**config.mk**
```make
export PLATFORM = sky130hd
export DESIGN_NAME = scfa_resq
export DESIGN_NICKNAME = d
export VERILOG_FILES = /design/src/design/scfa_pkg.sv /design/src/design/scfa_resq.sv
export SDC_FILE = /design/constraint.sdc
export NUM_CORES = 1
export LEC_CHECK = 0
export ABC_AREA = 0
export BUFFER_PORTS_ARGS = -buffer_cell sky130_fd_sc_hd__buf_2
export CAP_MARGIN = 0
export CORE_ASPECT_RATIO = 0.6
export CORE_MARGIN = 4
export CORE_UTILIZATION = 45
export CTS_CLUSTER_DIAMETER = 120
export DETAILED_ROUTE_END_ITERATION = 7
export GPL_TIMING_DRIVEN = 0
export PLACE_DENSITY = 0.72
export SYNTH_ARGS = -nofsm -noshare
export SYNTH_HDL_FRONTEND = slang
export SYNTH_SLANG_ARGS = --single-unit
```
**constraint.sdc**
```tcl
create_clock -name clk -period 4.3 [get_ports clk]
set_input_delay 0.86 -clock clk [delete_from_list [all_inputs] [get_ports clk]]
set_output_delay 0.86 -clock clk [all_outputs]
set_load 0.02 [all_outputs]
```
**src/design/scfa_pkg.sv**
```systemverilog
// scfa_pkg: shared types, constants and the size class table of the allocator
// used by every module of the size class free list allocator, no dependencies
package scfa_pkg;

  localparam int NUM_CLASSES = 13;
  localparam int STACK_DEPTH = 64;
  localparam int PTR_W       = $clog2(STACK_DEPTH);
  localparam int CNT_W       = $clog2(STACK_DEPTH + 1);
  localparam int CLS_W       = 4;
  localparam int ADDR_W      = 32;
  localparam int BYTES_W     = 18;
  localparam int ST_W        = 3;
  localparam int MEM_AW      = CLS_W + PTR_W;
  localparam int MEM_DEPTH   = NUM_CLASSES * STACK_DEPTH;
  localparam int HDR_BYTES   = 32;
  localparam int MAX_BYTES   = 128 * 1024;
  localparam int ARENA_RST   = 1048576;
  localparam int CQ_DEPTH    = 2;
  localparam int RQ_DEPTH    = 2;

  localparam logic OP_ALLOC = 1'b0;
  localparam logic OP_FREE  = 1'b1;

  localparam logic CFG_ARENA_BASE = 1'b0;
  localparam logic CFG_ARENA_SIZE = 1'b1;

  localparam logic [ST_W-1:0] ST_OK         = 3'd0;
  localparam logic [ST_W-1:0] ST_ZERO       = 3'd1;
  localparam logic [ST_W-1:0] ST_TOO_BIG    = 3'd2;
  localparam logic [ST_W-1:0] ST_NO_SPACE   = 3'd3;
  localparam logic [ST_W-1:0] ST_STACK_FULL = 3'd4;

  typedef enum logic [1:0] {
    CMD_REPLY,
    CMD_ALLOC,
    CMD_FREE
  } cmd_kind_t;

  typedef enum logic [1:0] {
    SRC_NONE,
    SRC_MEM,
    SRC_BUMP
  } src_t;

  typedef enum logic {
    BK_IDLE,
    BK_DONE
  } bk_state_t;

  typedef struct packed {
    cmd_kind_t         kind;
    logic [CLS_W-1:0]  cls;
    logic [ADDR_W-1:0] addr;
    logic [ST_W-1:0]   status;
  } cmd_t;

  typedef struct packed {
    logic [ADDR_W-1:0]  user_addr;
    logic [CLS_W-1:0]   size_class;
    logic [BYTES_W-1:0] granted_bytes;
    logic [ST_W-1:0]    status;
  } res_t;

  function automatic logic [BYTES_W-1:0] class_size(input logic [CLS_W-1:0] cls);
    logic [BYTES_W-1:0] sz;
    case (cls)
      4'd0:    sz = 18'd16;
      4'd1:    sz = 18'd64;
      4'd2:    sz = 18'd128;
      4'd3:    sz = 18'd256;
      4'd4:    sz = 18'd512;
      4'd5:    sz = 18'd1024;
      4'd6:    sz = 18'd2048;
      4'd7:    sz = 18'd4096;
      4'd8:    sz = 18'd8192;
      4'd9:    sz = 18'd16384;
      4'd10:   sz = 18'd32768;
      4'd11:   sz = 18'd65536;
      4'd12:   sz = 18'd131072;
      default: sz = '0;
    endcase
    return sz;
  endfunction

endpackage

```
**src/design/scfa_resq.sv**
```systemverilog
// scfa_resq: two entry result queue toward the caller
// parts the executor from the result side, depends on scfa_pkg
module scfa_resq (
  input  logic                         clk,
  input  logic                         rst_n,
  input  logic                         res_push,
  input  scfa_pkg::res_t               res,
  output logic                         res_full,
  output logic                         out_empty,
  input  logic                         out_pop,
  output scfa_pkg::res_t               out_res
);
  import scfa_pkg::*;

  localparam int QP_W = $clog2(RQ_DEPTH);
  localparam int QC_W = $clog2(RQ_DEPTH + 1);

  res_t            q_r [RQ_DEPTH];
  logic [QP_W-1:0] wr_ptr_r, wr_ptr_nxt;
  logic [QP_W-1:0] rd_ptr_r, rd_ptr_nxt;
  logic [QC_W-1:0] cnt_r, cnt_nxt;
  logic            pop;

  assign res_full  = (cnt_r == QC_W'(RQ_DEPTH));
  assign out_empty = (cnt_r == '0);
  assign out_res   = q_r[rd_ptr_r];
  assign pop       = out_pop && !out_empty;

  always_comb begin
    wr_ptr_nxt = wr_ptr_r;
    rd_ptr_nxt = rd_ptr_r;
    cnt_nxt    = cnt_r;
    if (res_push) begin
      wr_ptr_nxt = wr_ptr_r + 1'b1;
    end
    if (pop) begin
      rd_ptr_nxt = rd_ptr_r + 1'b1;
    end
    if (res_push && !pop) begin
      cnt_nxt = cnt_r + 1'b1;
    end else if (!res_push && pop) begin
      cnt_nxt = cnt_r - 1'b1;
    end
  end

  always_ff @(posedge clk) begin
    if (!rst_n) begin
      wr_ptr_r <= '0;
      rd_ptr_r <= '0;
      cnt_r    <= '0;
    end else begin
      wr_ptr_r <= wr_ptr_nxt;
      rd_ptr_r <= rd_ptr_nxt;
      cnt_r    <= cnt_nxt;
    end
  end

  always_ff @(posedge clk) begin
    if (res_push) begin
      q_r[wr_ptr_r] <= res;
    end
  end

endmodule

```
---- After elaboration in Yosys (flattened, before gate mapping) ----
Memory sizes are Yosys's and may differ from the RTL's. A register that Yosys moved wholly into a read port is not among the register bits.
Cells that the tools add are included.
storage, ports and cells
  register bits after elaboration ......... 4
  memory bits (writable) .................. 114
  word-level logic and storage cells ...... 23
  memories ................................ 1
memories
  name  depth  width  read ports  clocked after Yosys merged registers in  wr ports  line             text
  q_r   2      57     1           1                                        1         scfa_resq.sv:18  res_t q_r [RQ_DEPTH];
operators by class
  add/subtract/negate cells ............... 4
  eq/ne operators ......................... 1
  mux-type cells .......................... 6
  reductions and logical operators ........ 8
operators by type and width
  kind                   number
  $mux W1                4
  $mux W2                2
  $logic_and A1 B1 Y1    3
  $logic_not A1 Y1       3
  $add A1 B1 Y1 const B  2
  $add A2 B1 Y2 const B  1
  $eq A2 B2 Y1 const B   1
  $logic_not A2 Y1       1
  $reduce_bool A2 Y1     1
  $sub A2 B1 Y2 const B  1

---- Logic depth before layout (Yosys ltp) ----
  depth after elaboration ................. 6
  gate-level depth with buffers ........... 5
  depth with buffers taken out ............ 5

---- Least setup slack after synthesis ----
Ideal clock, no wire load.
  kind .................................... input to register
  start ................................... in res_push
  end ..................................... mem q_r[0][0] (netlist bit) (enable)
  setup time .............................. 480 ps
  arrival time ............................ 3,406 ps
  path slack .............................. 414 ps
  cell stages on the path ................. 1
  cells stage by stage .................... nor2b_1
between the ends
  cells in the longest elaborated chain, start to end .. 2
ends and longest elaborated chain
  item                           line             text
  start: declaration             scfa_resq.sv:6   input logic res_push,
  $mux W1                        scfa_resq.sv:59  if (res_push) begin
  $mux W1 (implied by the code)  scfa_resq.sv:60  q_r[wr_ptr_r] <= res;
  end: declaration               scfa_resq.sv:18
Every way passes these cells.

==> flow_summary.ini <==
[global_routing]
antenna_found_initial = 1
grt_max_degree = 31
grt_use_total = 0.1445
grt_pass1_wl_mm = 12.14
grt-ovfl-total = 0
grt_pass1_vias = 2480

[cts]
cts_resized = 0
clk_latency_ps = 390
path_clk_slew_ps = 50
numCtsBuffers = 17
post-cts-setup-buffers = 0
cts_max_level = 4
cts.sinks = 119
clockBufferDepth = 2
cts-root-buf = clkbuf_16
tritoncts = done
holdBufCountCts = 0

[routing]
drt-pass1-iter-count = 4
wl_mm = 7.814
post-route-drc-count = 0
viasPerCell = 4.667
wire_per_inst_um = 16.25
drtIter0Drc = 142
routed-via-count = 2245
ant_nets = 0

[cells_and_area]
drive_gt1_frac = 0.6040
nets = 401
diodes = 0
stdcell_area_mm2 = 0.005685
area_delta_synth_final_pct = 31.18
n_fill_cell = 697

[yosys]
synth_ff_type = edfxtp_1
synth_top_cells_by_area = edfxtp_1 79%, mux2_2 15%, dfxtp_1 2.3%, buf_6 0.78%, and2_1 0.58%
synth.most_common_cell = edfxtp_1
ys_ff_latch = 119
yosysTopAreaCell = edfxtp_1
synth_area_mm2 = 0.004334
async_flop_share = 0
synth_cells = 199
yosys_warnings = 0
yosysTopAreaCellShare = 0.7898
synth_edf_count = 114
yosys-top-cells-count = 114 x edfxtp_1, 57 x mux2_2, 5 x dfxtp_1
syn-num-nets = 261
synth_area_per_cell_um2 = 21.78
synth_seq_area_share = 0.8129
ys_types = 17

[sta]
setup_viol = 0
rsz0062_at_grt = false
period_minus_slack_ps = 2524
worst-slew-pin-transition_ps = 899.6
hold_viol_final = 0
clock_skew_ps = 5.644
slew-limit-headroom = 0.3990
drv_slew = 0
whs_ps = 518.0
max_freq_mhz = 396.3
period_share = 0.5869

[floorplanning]
std_cell_rows = 27
io_pins = 120
die_area_mm2 = 0.01132
die_h_um = 84.02
start_util = 0.4665
core_area_mm2 = 0.009290
die-width_um = 134.7

[worst_hold_path]
min_path_cells = 2
worstHoldPathType = reg2reg
min_from = cnt_r[1]$_SDFFE_PN0P_

[placed_design]
place_hpwl_mm = 5.374
gp_congestion = 0.7313
port_buffers = 119
place_area_mm2 = 0.005141

[setup_path]
cp_max_fo = 10
timing.rr.start = wr_ptr_r$_SDFFE_PN0P_
r2r_setup_slack_ps = 2640
criticalPathCategory = reg2out
critical_path.startpoint_type = flop
worstPathArrival_ps = 1660
reg2reg_depth = 2
endpoint_kind = output pin
crit_path_end = out_res[15]
rr_endpoint = q_r[0][24]$_DFFE_PP_
critPathRequiredTime_ps = 3440

[pwr]
ir_worst_vdd_v = 0.0003496
p_int_w = 0.002547
p_sw_w = 0.0009237
pwr-share-clk = 0.368
p_leak_nw = 2.156
p_seq_frac = 0.398
combPwrFrac = 0.234
powerDensity_mw_per_mm2 = 610.5
swShare = 0.2661
p_total_w = 0.003471

[flow_run]
cap_violations = 0

[run_status]
outcome = finished, final reports clean
## worst max-delay path, stage by stage (launching register included)
cell and delay (ps):
dfxtp_1 340, buf_4 220, buf_6 190, mux2_2 350, buf_2 160
## state kept, by name, summed over array words and instances (netlist names), named ones only
signal    count
q_r         114
cnt_r         2
rd_ptr_r      1
wr_ptr_r      1
## stage by stage
step	worst slack [ps]	TNS [ps]	utilization	cells
after global placement	-1125	-64940	0.5481	448
after detailed placement	1915	0	0.5534	450
after floorplan	413.8	0	-	199
after global routing	1687	0	0.6120	481
after CTS	1732	0	0.6120	481
final	1776	0	0.6120	481
## power groups by stage
stage / registers, W / clock network [W] / logic, W
finish: 0.00138 / 0.00128 / 0.000812
global route: 0.00139 / 0.00137 / 0.000870
CTS: 0.00138 / 0.00131 / 0.000828
detailed placement: 0.00140 / 0 / 0.000823
global placement: 0.00141 / 0 / 0.000811
floorplan: 0.00140 / 0 / 0.000576
## final cells by class
type	instances	area [um2]	area share
sequential	119	3523	0.6197
multi-input combinational	74	768.2	0.1351
timing repair buffer	121	635.6	0.1118
clock buffer	19	432.9	0.07614
tap	130	162.7	0.02861
clock inverter	12	111.4	0.01959
buffer	6	51.30	0.009023
## placed cells by master, fill, tap and decap left out, drive strengths merged, types with 2 or more instances in the layout
master and count:
clkbuf 19, clkinvlp 2, and2 4, nor2b 3, buf 127, edfxtp 114
dfxtp 5, mux2 57, o21ai 2, bufinv 2, clkinv 8, xnor2 2
## kinds of logic after synthesis
family	after synthesis	share of synthesized area
DFF	119	0.8129
muxes	57	0.1481
xor gates and xnor gates	3	0.006063
adders and majority gates	1	0.002886
AOI/OAI and AO/OA	4	0.005773
and+or+nand+nor	9	0.01241
buffers and inverters	6	0.01184
## worst min path at each step
stage	to	slack, ps
3_5_place_dp	cnt_r[1]$_SDFFE_PN0P_	510
3_3_place_gp	cnt_r[1]$_SDFFE_PN0P_	490
5_1_grt	cnt_r[1]$_SDFFE_PN0P_	580
2_1_floorplan	cnt_r[1]$_SDFFE_PN0P_	480
6_report	cnt_r[1]$_SDFFE_PN0P_	520
4_1_cts	cnt_r[1]$_SDFFE_PN0P_	520
## routing by layer
layer,GRT usage,wire length [um],part of all wire
met5,0,13,0.0017
met4,0.06100,83,0.011
met3,0.07952,856,0.11
met2,0.2172,3574,0.46
met1,0.1721,3286,0.42
Power figures use the tool's default switching activity.
