===== config.mk =====
export PLATFORM = sky130hd
export DESIGN_NAME = scfa_front
export DESIGN_NICKNAME = d
export VERILOG_FILES = /design/src/design/scfa_pkg.sv /design/src/design/scfa_front.sv
export SDC_FILE = /design/constraint.sdc
export NUM_CORES = 1
export LEC_CHECK = 0
export BUFFER_PORTS_ARGS = -buffer_cell sky130_fd_sc_hd__buf_2
export CORE_MARGIN = 2
export CORE_UTILIZATION = 58
export DETAILED_ROUTE_END_ITERATION = 6
export PLACE_DENSITY = 0.88
export SKIP_LAST_GASP = 1
export SYNTH_ARGS = -nofsm -noshare
export SYNTH_HDL_FRONTEND = slang
export SYNTH_SLANG_ARGS = --single-unit

===== constraint.sdc =====
create_clock -name clk -period 4.2 [get_ports clk]
set_input_delay 0.42 -clock clk [delete_from_list [all_inputs] [get_ports clk]]
set_output_delay 0.42 -clock clk [all_outputs]
set_load 0.005 [all_outputs]

===== src/design/scfa_pkg.sv =====
// scfa_pkg: shared types, constants and the size class table of the allocator
// used by every module of the size class free list allocator, no dependencies
package scfa_pkg;

  localparam int NUM_CLASSES = 13;
  localparam int STACK_DEPTH = 64;
  localparam int PTR_W       = $clog2(STACK_DEPTH);
  localparam int CNT_W       = $clog2(STACK_DEPTH + 1);
  localparam int CLS_W       = 4;
  localparam int ADDR_W      = 32;
  localparam int BYTES_W     = 18;
  localparam int ST_W        = 3;
  localparam int MEM_AW      = CLS_W + PTR_W;
  localparam int MEM_DEPTH   = NUM_CLASSES * STACK_DEPTH;
  localparam int HDR_BYTES   = 32;
  localparam int MAX_BYTES   = 128 * 1024;
  localparam int ARENA_RST   = 1048576;
  localparam int CQ_DEPTH    = 2;
  localparam int RQ_DEPTH    = 2;

  localparam logic OP_ALLOC = 1'b0;
  localparam logic OP_FREE  = 1'b1;

  localparam logic CFG_ARENA_BASE = 1'b0;
  localparam logic CFG_ARENA_SIZE = 1'b1;

  localparam logic [ST_W-1:0] ST_OK         = 3'd0;
  localparam logic [ST_W-1:0] ST_ZERO       = 3'd1;
  localparam logic [ST_W-1:0] ST_TOO_BIG    = 3'd2;
  localparam logic [ST_W-1:0] ST_NO_SPACE   = 3'd3;
  localparam logic [ST_W-1:0] ST_STACK_FULL = 3'd4;

  typedef enum logic [1:0] {
    CMD_REPLY,
    CMD_ALLOC,
    CMD_FREE
  } cmd_kind_t;

  typedef enum logic [1:0] {
    SRC_NONE,
    SRC_MEM,
    SRC_BUMP
  } src_t;

  typedef enum logic {
    BK_IDLE,
    BK_DONE
  } bk_state_t;

  typedef struct packed {
    cmd_kind_t         kind;
    logic [CLS_W-1:0]  cls;
    logic [ADDR_W-1:0] addr;
    logic [ST_W-1:0]   status;
  } cmd_t;

  typedef struct packed {
    logic [ADDR_W-1:0]  user_addr;
    logic [CLS_W-1:0]   size_class;
    logic [BYTES_W-1:0] granted_bytes;
    logic [ST_W-1:0]    status;
  } res_t;

  function automatic logic [BYTES_W-1:0] class_size(input logic [CLS_W-1:0] cls);
    logic [BYTES_W-1:0] sz;
    case (cls)
      4'd0:    sz = 18'd16;
      4'd1:    sz = 18'd64;
      4'd2:    sz = 18'd128;
      4'd3:    sz = 18'd256;
      4'd4:    sz = 18'd512;
      4'd5:    sz = 18'd1024;
      4'd6:    sz = 18'd2048;
      4'd7:    sz = 18'd4096;
      4'd8:    sz = 18'd8192;
      4'd9:    sz = 18'd16384;
      4'd10:   sz = 18'd32768;
      4'd11:   sz = 18'd65536;
      4'd12:   sz = 18'd131072;
      default: sz = '0;
    endcase
    return sz;
  endfunction

endpackage


===== src/design/scfa_front.sv =====
// scfa_front: request classifier and command queue
// picks the size class and screens out error cases, depends on scfa_pkg
module scfa_front (
  input  logic                         clk,
  input  logic                         rst_n,
  input  logic                         in_push,
  output logic                         in_full,
  input  logic                         in_opcode,
  input  logic [31:0]                  in_req_size,
  input  logic [31:0]                  in_block_addr,
  input  logic [3:0]                   in_free_class,
  output logic                         cmd_valid,
  output scfa_pkg::cmd_t               cmd,
  input  logic                         cmd_pop
);
  import scfa_pkg::*;

  localparam int QP_W = $clog2(CQ_DEPTH);
  localparam int QC_W = $clog2(CQ_DEPTH + 1);

  cmd_t              cls_cmd;
  logic [ADDR_W:0]   total;
  logic [CLS_W-1:0]  alloc_cls;
  logic              push;

  cmd_t              q_r [CQ_DEPTH];
  logic [QP_W-1:0]   wr_ptr_r, wr_ptr_nxt;
  logic [QP_W-1:0]   rd_ptr_r, rd_ptr_nxt;
  logic [QC_W-1:0]   cnt_r, cnt_nxt;

  always_comb begin
    total     = {1'b0, in_req_size} + (ADDR_W+1)'(HDR_BYTES);
    alloc_cls = '0;
    for (int k = NUM_CLASSES - 1; k >= 0; k--) begin
      if (total <= (ADDR_W+1)'(class_size(CLS_W'(k)))) begin
        alloc_cls = CLS_W'(k);
      end
    end
  end

  always_comb begin
    cls_cmd.kind   = CMD_REPLY;
    cls_cmd.cls    = in_free_class;
    cls_cmd.addr   = in_block_addr;
    cls_cmd.status = ST_OK;
    if (in_opcode == OP_FREE) begin
      if (in_block_addr != '0 && in_free_class < CLS_W'(NUM_CLASSES)) begin
        cls_cmd.kind = CMD_FREE;
      end
    end else if (in_req_size == '0) begin
      cls_cmd.status = ST_ZERO;
    end else if (total > (ADDR_W+1)'(MAX_BYTES)) begin
      cls_cmd.status = ST_TOO_BIG;
    end else begin
      cls_cmd.kind = CMD_ALLOC;
      cls_cmd.cls  = alloc_cls;
    end
  end

  // command queue
  assign in_full   = (cnt_r == QC_W'(CQ_DEPTH));
  assign cmd_valid = (cnt_r != '0);
  assign cmd       = q_r[rd_ptr_r];
  assign push      = in_push && !in_full;

  always_comb begin
    wr_ptr_nxt = wr_ptr_r;
    rd_ptr_nxt = rd_ptr_r;
    cnt_nxt    = cnt_r;
    if (push) begin
      wr_ptr_nxt = wr_ptr_r + 1'b1;
    end
    if (cmd_pop) begin
      rd_ptr_nxt = rd_ptr_r + 1'b1;
    end
    if (push && !cmd_pop) begin
      cnt_nxt = cnt_r + 1'b1;
    end else if (!push && cmd_pop) begin
      cnt_nxt = cnt_r - 1'b1;
    end
  end

  always_ff @(posedge clk) begin
    if (!rst_n) begin
      wr_ptr_r <= '0;
      rd_ptr_r <= '0;
      cnt_r    <= '0;
    end else begin
      wr_ptr_r <= wr_ptr_nxt;
      rd_ptr_r <= rd_ptr_nxt;
      cnt_r    <= cnt_nxt;
    end
  end

  always_ff @(posedge clk) begin
    if (push) begin
      q_r[wr_ptr_r] <= cls_cmd;
    end
  end

endmodule


# Yosys cells after proc, flatten, opt, wreduce, memory -nomap -nowiden
# Memories as Yosys holds them, arrays and structs flattened. A register that Yosys moved wholly into a read port is not among the register bits.
# Index checks and enable logic that the tools add are counted.
# Widths: inputs -> output; s select.
# totals
regBits	4
ram_bits	80
inputBits	73
out_inout_bits	43
word_cells	63
mem_count	1
# mem_list
name	depth	word_bits	read_ports	rd_clocked_by_memory_dff	write_ports	line_no	source
q_r	2	40	1	1	1	scfa_front.sv:26	cmd_t q_r [CQ_DEPTH];
# op_classes
addsub	5
magnitude_cmp	15
eq_ne	1
muxes	27
n_reduce_logical	11
# ops
op	n
$mux 4	14
$add 32x6->33 const B	1
$gt 33x18->1 const B	1
$le 33x10->1 const B	1
$le 33x11->1 const B	1
$le 33x12->1 const B	1
$le 33x13->1 const B	1
$le 33x14->1 const B	1
$le 33x15->1 const B	1
$le 33x16->1 const B	1
$le 33x17->1 const B	1
$le 33x18->1 const B	1
$le 33x5->1 const B	1
$le 33x7->1 const B	1
$le 33x8->1 const B	1
$le 33x9->1 const B	1
$logic_not 32->1	1
$reduce_bool 32->1	1
$mux 2	7
$mux 6	1
$mux 5	1
$logic_and 1x1->1	4
$lt 4x4->1 const B	1
$mux 1	4
6 further kinds	10

# Longest topological paths before layout
# Gate-level depths: netlist (run 1).
# logic_depth
word_depth	18
depth_mapped	12
ltp_nobuf	10

# Worst setup path after synthesis (run 1)
# No wires, ideal clock.
# synth_path
kind	input -> register
from	in in_req_size[5]
to	mem q_r[0][34] in the netlist's numbering, data pin
setup_ns	0.259
t_arrival_ns	2.729
required_ns	3.941
setup_slack_ns	1.212
cell_stages	11
n_path_buf	1
cell_sequence	ha_1 buf_4 nand4_1 nor3_1 xnor2_1 o211ai_1 nor4b_4 nand3_1 or2_0 a32o_1 a31o_1
# synth_rtl
item	line_no	source
start, declared	scfa_front.sv:9	input logic [31:0] in_req_size,
end, declared	scfa_front.sv:26	

==> results of run 1 <==
==> cell type report <==
class | instances | area (um2) | area share (%)
well taps | 102 | 128 | 2.33
repair buffers | 115 | 578 | 10.6
multi-input cells | 273 | 2000 | 36.6
flip-flops and latches | 85 | 2500 | 45.8
clock buffers | 10 | 128 | 2.33
inverters | 9 | 33.8 | 0.618
clock inverters | 6 | 95.1 | 1.74
==> critical path, cell delays in order <==
cell and delay [ps]:
buf_2 190, ha_1 430, nand4_1 360, nor3_1 380, xnor2_1 180, o211ai_1 170
nor4b_4 230, buf_4 200, nand3_1 110, or2_0 210, a32o_1 240, a31o_1 200
==> power by group through the flow <==
stage,Sequential (W),Clock [W],Combinational [W]
floorplan,0.00106,0,0.000207
global placement,0.00108,0,0.000333
detailed placement,0.00108,0,0.000344
CTS,0.00107,0.000638,0.000350
global route,0.00107,0.000682,0.000381
finish,0.00106,0.000630,0.000350
==> registers in the layout (all words and copies together), names as in the netlist, named ones only <==
| register | flops |
|---|---|
| rd_ptr_r | 1 |
| q_r | 80 |
| cnt_r | 2 |
| wr_ptr_r | 1 |
==> worst min-delay path by stage <==
stage                             to  slack, ps  cells past startpoint
6_report         q_r[0][4]$_DFFE_PP_        270                      1
4_1_cts          q_r[0][4]$_DFFE_PP_        260                      1
3_5_place_dp   cnt_r[1]$_SDFFE_PN0P_        520                      2
3_3_place_gp   cnt_r[1]$_SDFFE_PN0P_        490                      2
2_1_floorplan  cnt_r[1]$_SDFFE_PN0P_        470                      2
5_1_grt         q_r[1][33]$_DFFE_PP_        250                      1
==> through the flow <==
stage	total power, W	area [um2]	utilization, %	hold WS (ps)	worst slack, ps
2_1_floorplan	0.00127	4630	-	473	1210
3_3_place_gp	0.00141	5250	67.9	486	767
3_5_place_dp	0.00143	5250	67.9	519	675
4_1_cts	0.00205	5470	70.8	262	1030
5_1_grt	0.00214	5470	70.8	252	757
6_report	0.00204	5470	70.8	272	987
==> layer usage <==
layer | wire length, um | vias up
met5 | 0 | -
met4 | 176 | 0
met3 | 783 | 20
met2 | 5800 | 174
met1 | 4010 | 1778
li1 | - | 1724
==> cells in the final DEF, fill, tap and decap left out, drive strengths merged, types with 6 or more instances in the layout <==
cell type / n
a21oi: 8
and2: 9
and4: 6
buf: 115
clkbuf: 10
edfxtp: 80
inv: 11
mux2: 41
nand2: 24
nand3: 14
nand4: 14
nor2: 20
nor3: 12
nor4: 13
o211ai: 6
o21ai: 10
or2: 6
or3: 8
xnor2: 6
xor2: 7
==> cell families after synthesis <==
group           after synthesis
other cells                   1
buf+inv                      27
compound gates               61
fa+ha+maj                     3
simple gates                152
xor+xnor                     13
mux                          43
flops                        85
==> impl_results.md, run 1 <==
- Flop2flop setup slack: between 2000 and 2500 ps
- Status: completed
- F_max: just over 0.3 GHz
- H-tree depth: 3
- Nature of the critical path startpoint: input pin
- Share of cells above drive strength 1: about 38%
- Max Cap Violations: 0
- Row cnt: 32
- IO Port Bufs: 114
- Final Max Tran Viols: 0
- Clock network fraction of total power: a little under a third
- Residual DRC: 0
- CP max FO: 11
- Critical path class: in2reg
- Yosys top cell area share: between 50% and 60%
- Core footprint: 7730 um2
- Post-CTS Repair Setup Buffers: 0
- Sink Count: 85
- Clk Latency, worst-skew pair: ~340 ps
- Initial DRC count: 297
- RSZ-0062 raised after global routing: false
- Post-Synth XOR/XNOR Area: under 10%
- Mapped Cells: 385
- Most frequent cell after synthesis: edfxtp_1
- CP required: 4290 ps
- Worst Setup End Kind: flip-flop
- Reg2reg end: q_r[0][22]$_DFFE_PP_
- Final nets: roughly 570
- Compound-Gate Fraction of Synth Area: a little under 10%
- Worst path arrival time: 3310 ps
- Setup crit end: q_r[1][34]$_DFFE_PP_
- Syn nets: 461
- Main combinational cell family by area after synthesis: simple AND/OR/NAND/NOR gates
- Number of diodes: 0
- Synth top cells by count: edfxtp_1 (80), mux2_2 (40), nand2_1 (24), nor2_1 (20)
- Max Clock Skew: between 8 and 9 ps
- Pwr dens: around 370 nW/um2
- Clk root buf: clkbuf_8
- GR Util met2: a little under half
- Ys async rst share: 0%
- Max VDD drop: ~150 uV
- Mapped Area: about 4600 um2
- Die W: 93.3 um
- # fillers: roughly 550
- Hold Vio Cnt, Final: 0
- Cts repair resizes: 0
- Final HPWL DP: between 7 and 8 mm
- Grt peak-use layer: met2
- Die area: about 8700 um2
- GR Util met1: a little under 30%
- Actual slew at the worst max-slew pin: between 1000 and 1500 ps
- Largest net degree at the start of global routing: between 40 and 50
- Sequential element share of the synthesized area: 54.1%
- Global-route wire length before repair: between 15 and 20 mm
- Routed wire length: 10.8 mm
- Syn avg cell area: around 12 um2
- Leakage power: between 2 and 2.5 nW
- Post-synthesis adder-cell area fraction: less than 1%
- Predominant post-synthesis flop cell: edfxtp_1
- Die height: around 93 um
- Clock tree buffer depth: 2
- Hold Crit Start: in_block_addr[2]
- P_sw: 0.000515 W
- Non-filler instance count after layout: 600
- CTS tree: done
- Tcrit/Tclk final: 76.5%
- Area contributors post-synth: edfxtp_1 (52%), mux2_2 (9.7%), dfxtp_1 (2.2%), nand2_1 (1.9%), nand4_1 (1.8%)
- R2r startpoint: cnt_r[0]$_SDFFE_PN0P_
- Logic pwr share: between 10% and 20%
- Vias in the first global route: ~3500
- HP Class: in2reg
- Post-layout min period: about 3200 ps
- Count of state elements after synthesis: 85
- Setup Total Neg Slack: 0 ps
- Slew HR: between 20% and 30%
- Internal Pwr Total: 0.00153 W
- YS warnings: 0
- CP Launch Point: in_req_size[5]
- Hold_buf cts: 0
- Number of antenna-violating nets in the routed design: 0
- Netlist cell types: 69
- Initial Util: between 50% and 60%
- GRT Total Usage: roughly a quarter
- Grt met3 use: 4.51%
- Worst Reg-to-Reg Cells: 3
- Simple-Gate Fraction of Synth Area: between 10% and 20%
- First-pass DRT Iterations: 5
- DR vias: roughly 3700
- GPL Wtd Cong: around 0.91
- Sw frac: 25.2%
- # IOs: approximately 120
- Placed Cells: between 500 and 600
- Setup violators final: 0
- TritonCTS buffer count: 9
- Antenna violations before repair: 0
- Power share of the sequential group: 52.1%
- Area grow syn2layout: 18.1%
- Gr ovfl total: 0
- Mux cell area share after synthesis: a little over a tenth
- Via-per-instance ratio: 6.16
- Routed WL per cell: approximately 18 um
- EDFF count, synth: 80
- CTS clk-pin slew, worst paths: ~90 ps
- Area leader, netlist: edfxtp_1
Note: power is estimated with default switching activity, not from simulation.
==> run 2: changes to the inputs <==
--- a/config.mk
+++ b/config.mk
@@ -7,9 +7,9 @@
 export LEC_CHECK = 0
 export BUFFER_PORTS_ARGS = -buffer_cell sky130_fd_sc_hd__buf_2
 export CORE_MARGIN = 2
-export CORE_UTILIZATION = 58
+export CORE_UTILIZATION = 54
 export DETAILED_ROUTE_END_ITERATION = 6
-export PLACE_DENSITY = 0.88
+export PLACE_DENSITY = 0.83
 export SKIP_LAST_GASP = 1
 export SYNTH_ARGS = -nofsm -noshare
 export SYNTH_HDL_FRONTEND = slang
==> constraint.sdc (replaced) <==
create_clock -name clk -period 3.05 [get_ports clk]
set_input_delay 0.305 -clock clk [delete_from_list [all_inputs] [get_ports clk]]
set_output_delay 0.305 -clock clk [all_outputs]
set_load 0.005 [all_outputs]
==> run 2 against run 1 <==
Register-to-register slack worse by 1000 ps. Non-clock buffer count up 22. Clock-buffer cell count unchanged. Clock power up 41%. Critical endpoint is now q_r[0][34]$_DFFE_PP_. Critical path depth down 1. Total power up 39%.
==> impl_results.md, run 2 (synthesis gave the netlist of run 1 again) <==
- Pwr dens: 505 nW/um2 (+35%)
- Post-layout min period: 2690 ps
- Max Clock Skew: 9.23 ps (+1.19 ps)
- Number of antenna-violating nets in the routed design: 0 (unchanged)
- Routed WL per cell: 17.0 um (-5.2%)
- Nature of the critical path startpoint: input pin
- Slew HR: 34.6% (+12 points)
- # fillers: 626 (+14%)
- Max reg flops: 80 (unchanged)
- Worst path arrival time: 2800 ps (-510 ps)
- Core footprint: 8260 um2 (+6.9%)
- CP required: 3150 ps (-1140 ps)
- Actual slew at the worst max-slew pin: 981 ps (-184 ps)
- CP max FO: 5 (-6)
- Setup violators final: 0 (unchanged)
- Row cnt: 33 (+3.1%)
- DR vias: 3633 (-1.7%)
- Residual DRC: 0 (unchanged)
- Max Cap Violations: 0 (unchanged)
- Clk Latency, worst-skew pair: 350 ps (about the same)
- Via-per-instance ratio: 5.81 (-5.6%)
- Multi-input logic area: 2000 um2 (unchanged)
- Initial Util: 56.1% (-3.8 points)
- # IOs: 116 (unchanged)
- Status: completed
- Gr ovfl total: 0 (unchanged)
- Hold Vio Cnt, Final: 0 (unchanged)
- Max VDD drop: 273 uV (+80%)
- Die W: 96.6 um (+3.5%)
- Final HPWL DP: 7.65 mm (-1.2%)
- FF/Latch Area: 2500 um2 (unchanged)
- Reg2reg end: q_r[1][1]$_DFFE_PP_
- Flop2flop setup slack: 1210 ps (-1020 ps)
- Final nets: 591 (+3.9%)
- GPL Wtd Cong: 0.935 (+3.1%)
- Clk root buf: clkbuf_8
- Clock tree buffer depth: 2 (unchanged)
- Antenna violations before repair: 0 (unchanged)
- Setup Total Neg Slack: 0 ps (unchanged)
- Largest net degree at the start of global routing: 41 (-2.4%)
- RSZ-0062 raised after global routing: false
- Die area: 9330 um2 (+7.1%)
- Share of cells above drive strength 1: 40.6% (+2.6 points)
- Non-filler instance count after layout: 625 (+4.2%)
- TritonCTS buffer count: 9 (unchanged)
- Final Max Tran Viols: 0 (unchanged)
- Most frequent cells in the layout: buf_2 (114), edfxtp_1 (80), mux2_2 (40)
- WHS Path Cells: 1 (unchanged)
- Tcrit/Tclk final: between 80% and 90%
- Routed wire length: 10.6 mm (-1.2%)
- Die height: 96.6 um (+3.5%)
- IO Port Bufs: 114 (unchanged)
- GRT Total Usage: 22.9% (-1.8 points)
- Vias in the first global route: 3369 (-4.3%)
- Critical path class: in2reg
- Hold EP: q_r[0][27]$_DFFE_PP_
- Area grow syn2layout: 21.8%
- Number of diodes: 0 (unchanged)
- H-tree depth: 3 (unchanged)
- Worst Setup End Kind: flip-flop
- Post-CTS Repair Setup Buffers: 0 (unchanged)
- F_max: ~0.37 GHz
- Sink Count: 85 (unchanged)
- Initial DRC count: 184 (-38%)
- Hold_buf cts: 0 (unchanged)
- Worst Reg-to-Reg Cells: 2 (-1)
- First-pass DRT Iterations: 4 (-1)
- Leakage power: 2.15 nW (+5.3%)
- HP Class: in2reg
- WHS: 152 ps (-121 ps)
- Largest registers: q_r: 80 flops, cnt_r: 2 flops
- Most flops, register: q_r
- Cts repair resizes: 0 (unchanged)
- Most common cell after layout, fill and taps aside: buf_2
- CTS clk-pin slew, worst paths: 90 ps (about the same)
- Hold Crit Start: in_block_addr[25]
- R2r startpoint: cnt_r[0]$_SDFFE_PN0P_
- Placed Cells: 609 (+4.3%)
- CTS tree: done
- Global-route wire length before repair: 16.2 mm (-3.7%)
-- run 2: power by group --
group | internal (W) | switching [W] | leakage (nW)
clock network | 0.000470 | 0.000417 | 0.105
registers | 0.00141 | 0.0000549 | 0.788
logic | 0.000237 | 0.000254 | 1.25
total | 0.00212 | 0.000727 | 2.15
-- run 2: how the worst max path moves through the flow --
stage | startpoint | to | slack (ps) | cells after the start
finish | in_req_size[6] | q_r[0][34]$_DFFE_PP_ | 360 | 11
global route | in_req_size[6] | q_r[1][34]$_DFFE_PP_ | 180 | 11
CTS | in_req_size[6] | q_r[1][34]$_DFFE_PP_ | 370 | 11
detailed placement | in_req_size[6] | q_r[0][34]$_DFFE_PP_ | 6 | 11
global placement | in_req_size[6] | q_r[0][34]$_DFFE_PP_ | 140 | 11
floorplan | in_req_size[5] | q_r[0][34]$_DFFE_PP_ | 180 | 11
-- run 2: cell type report --
cell class	instances	share of cell area, %
tap	105	2.33
clock inverter	6	1.69
inverter	9	0.599
timing repair buffer	137	13.2
multi-input combinational	273	35.5
sequential	85	44.4
clock buffer	10	2.26
-- run 2: through the flow --
step | setup slack, ps | utilization, % | total power, W | instance area, um2
after CTS | 366 | 68.3 | 0.00286 | 5640
after floorplan | 177 | - | 0.00175 | 4630
after global placement | 135 | 65.6 | 0.00195 | 5410
after global routing | 184 | 68.3 | 0.00297 | 5640
after detailed placement | 5.52 | 65.6 | 0.00198 | 5410
final | 357 | 68.3 | 0.00285 | 5640
-- run 2: critical path, cell delays in order --
cell	delay [ps]
buf_2	120
ha_1	200
and4_4	270
nand4_2	160
mux2_4	330
o32ai_2	240
nor4b_4	330
nand3_1	160
or2_0	220
a32o_1	240
a31o_1	210
-- run 2: layer usage --
layer | wire length (um) | global-route usage (%)
met5 | 0 | 0
met4 | 142 | 6.92
met3 | 680 | 4.27
met2 | 5610 | 40.8
met1 | 4210 | 28.4
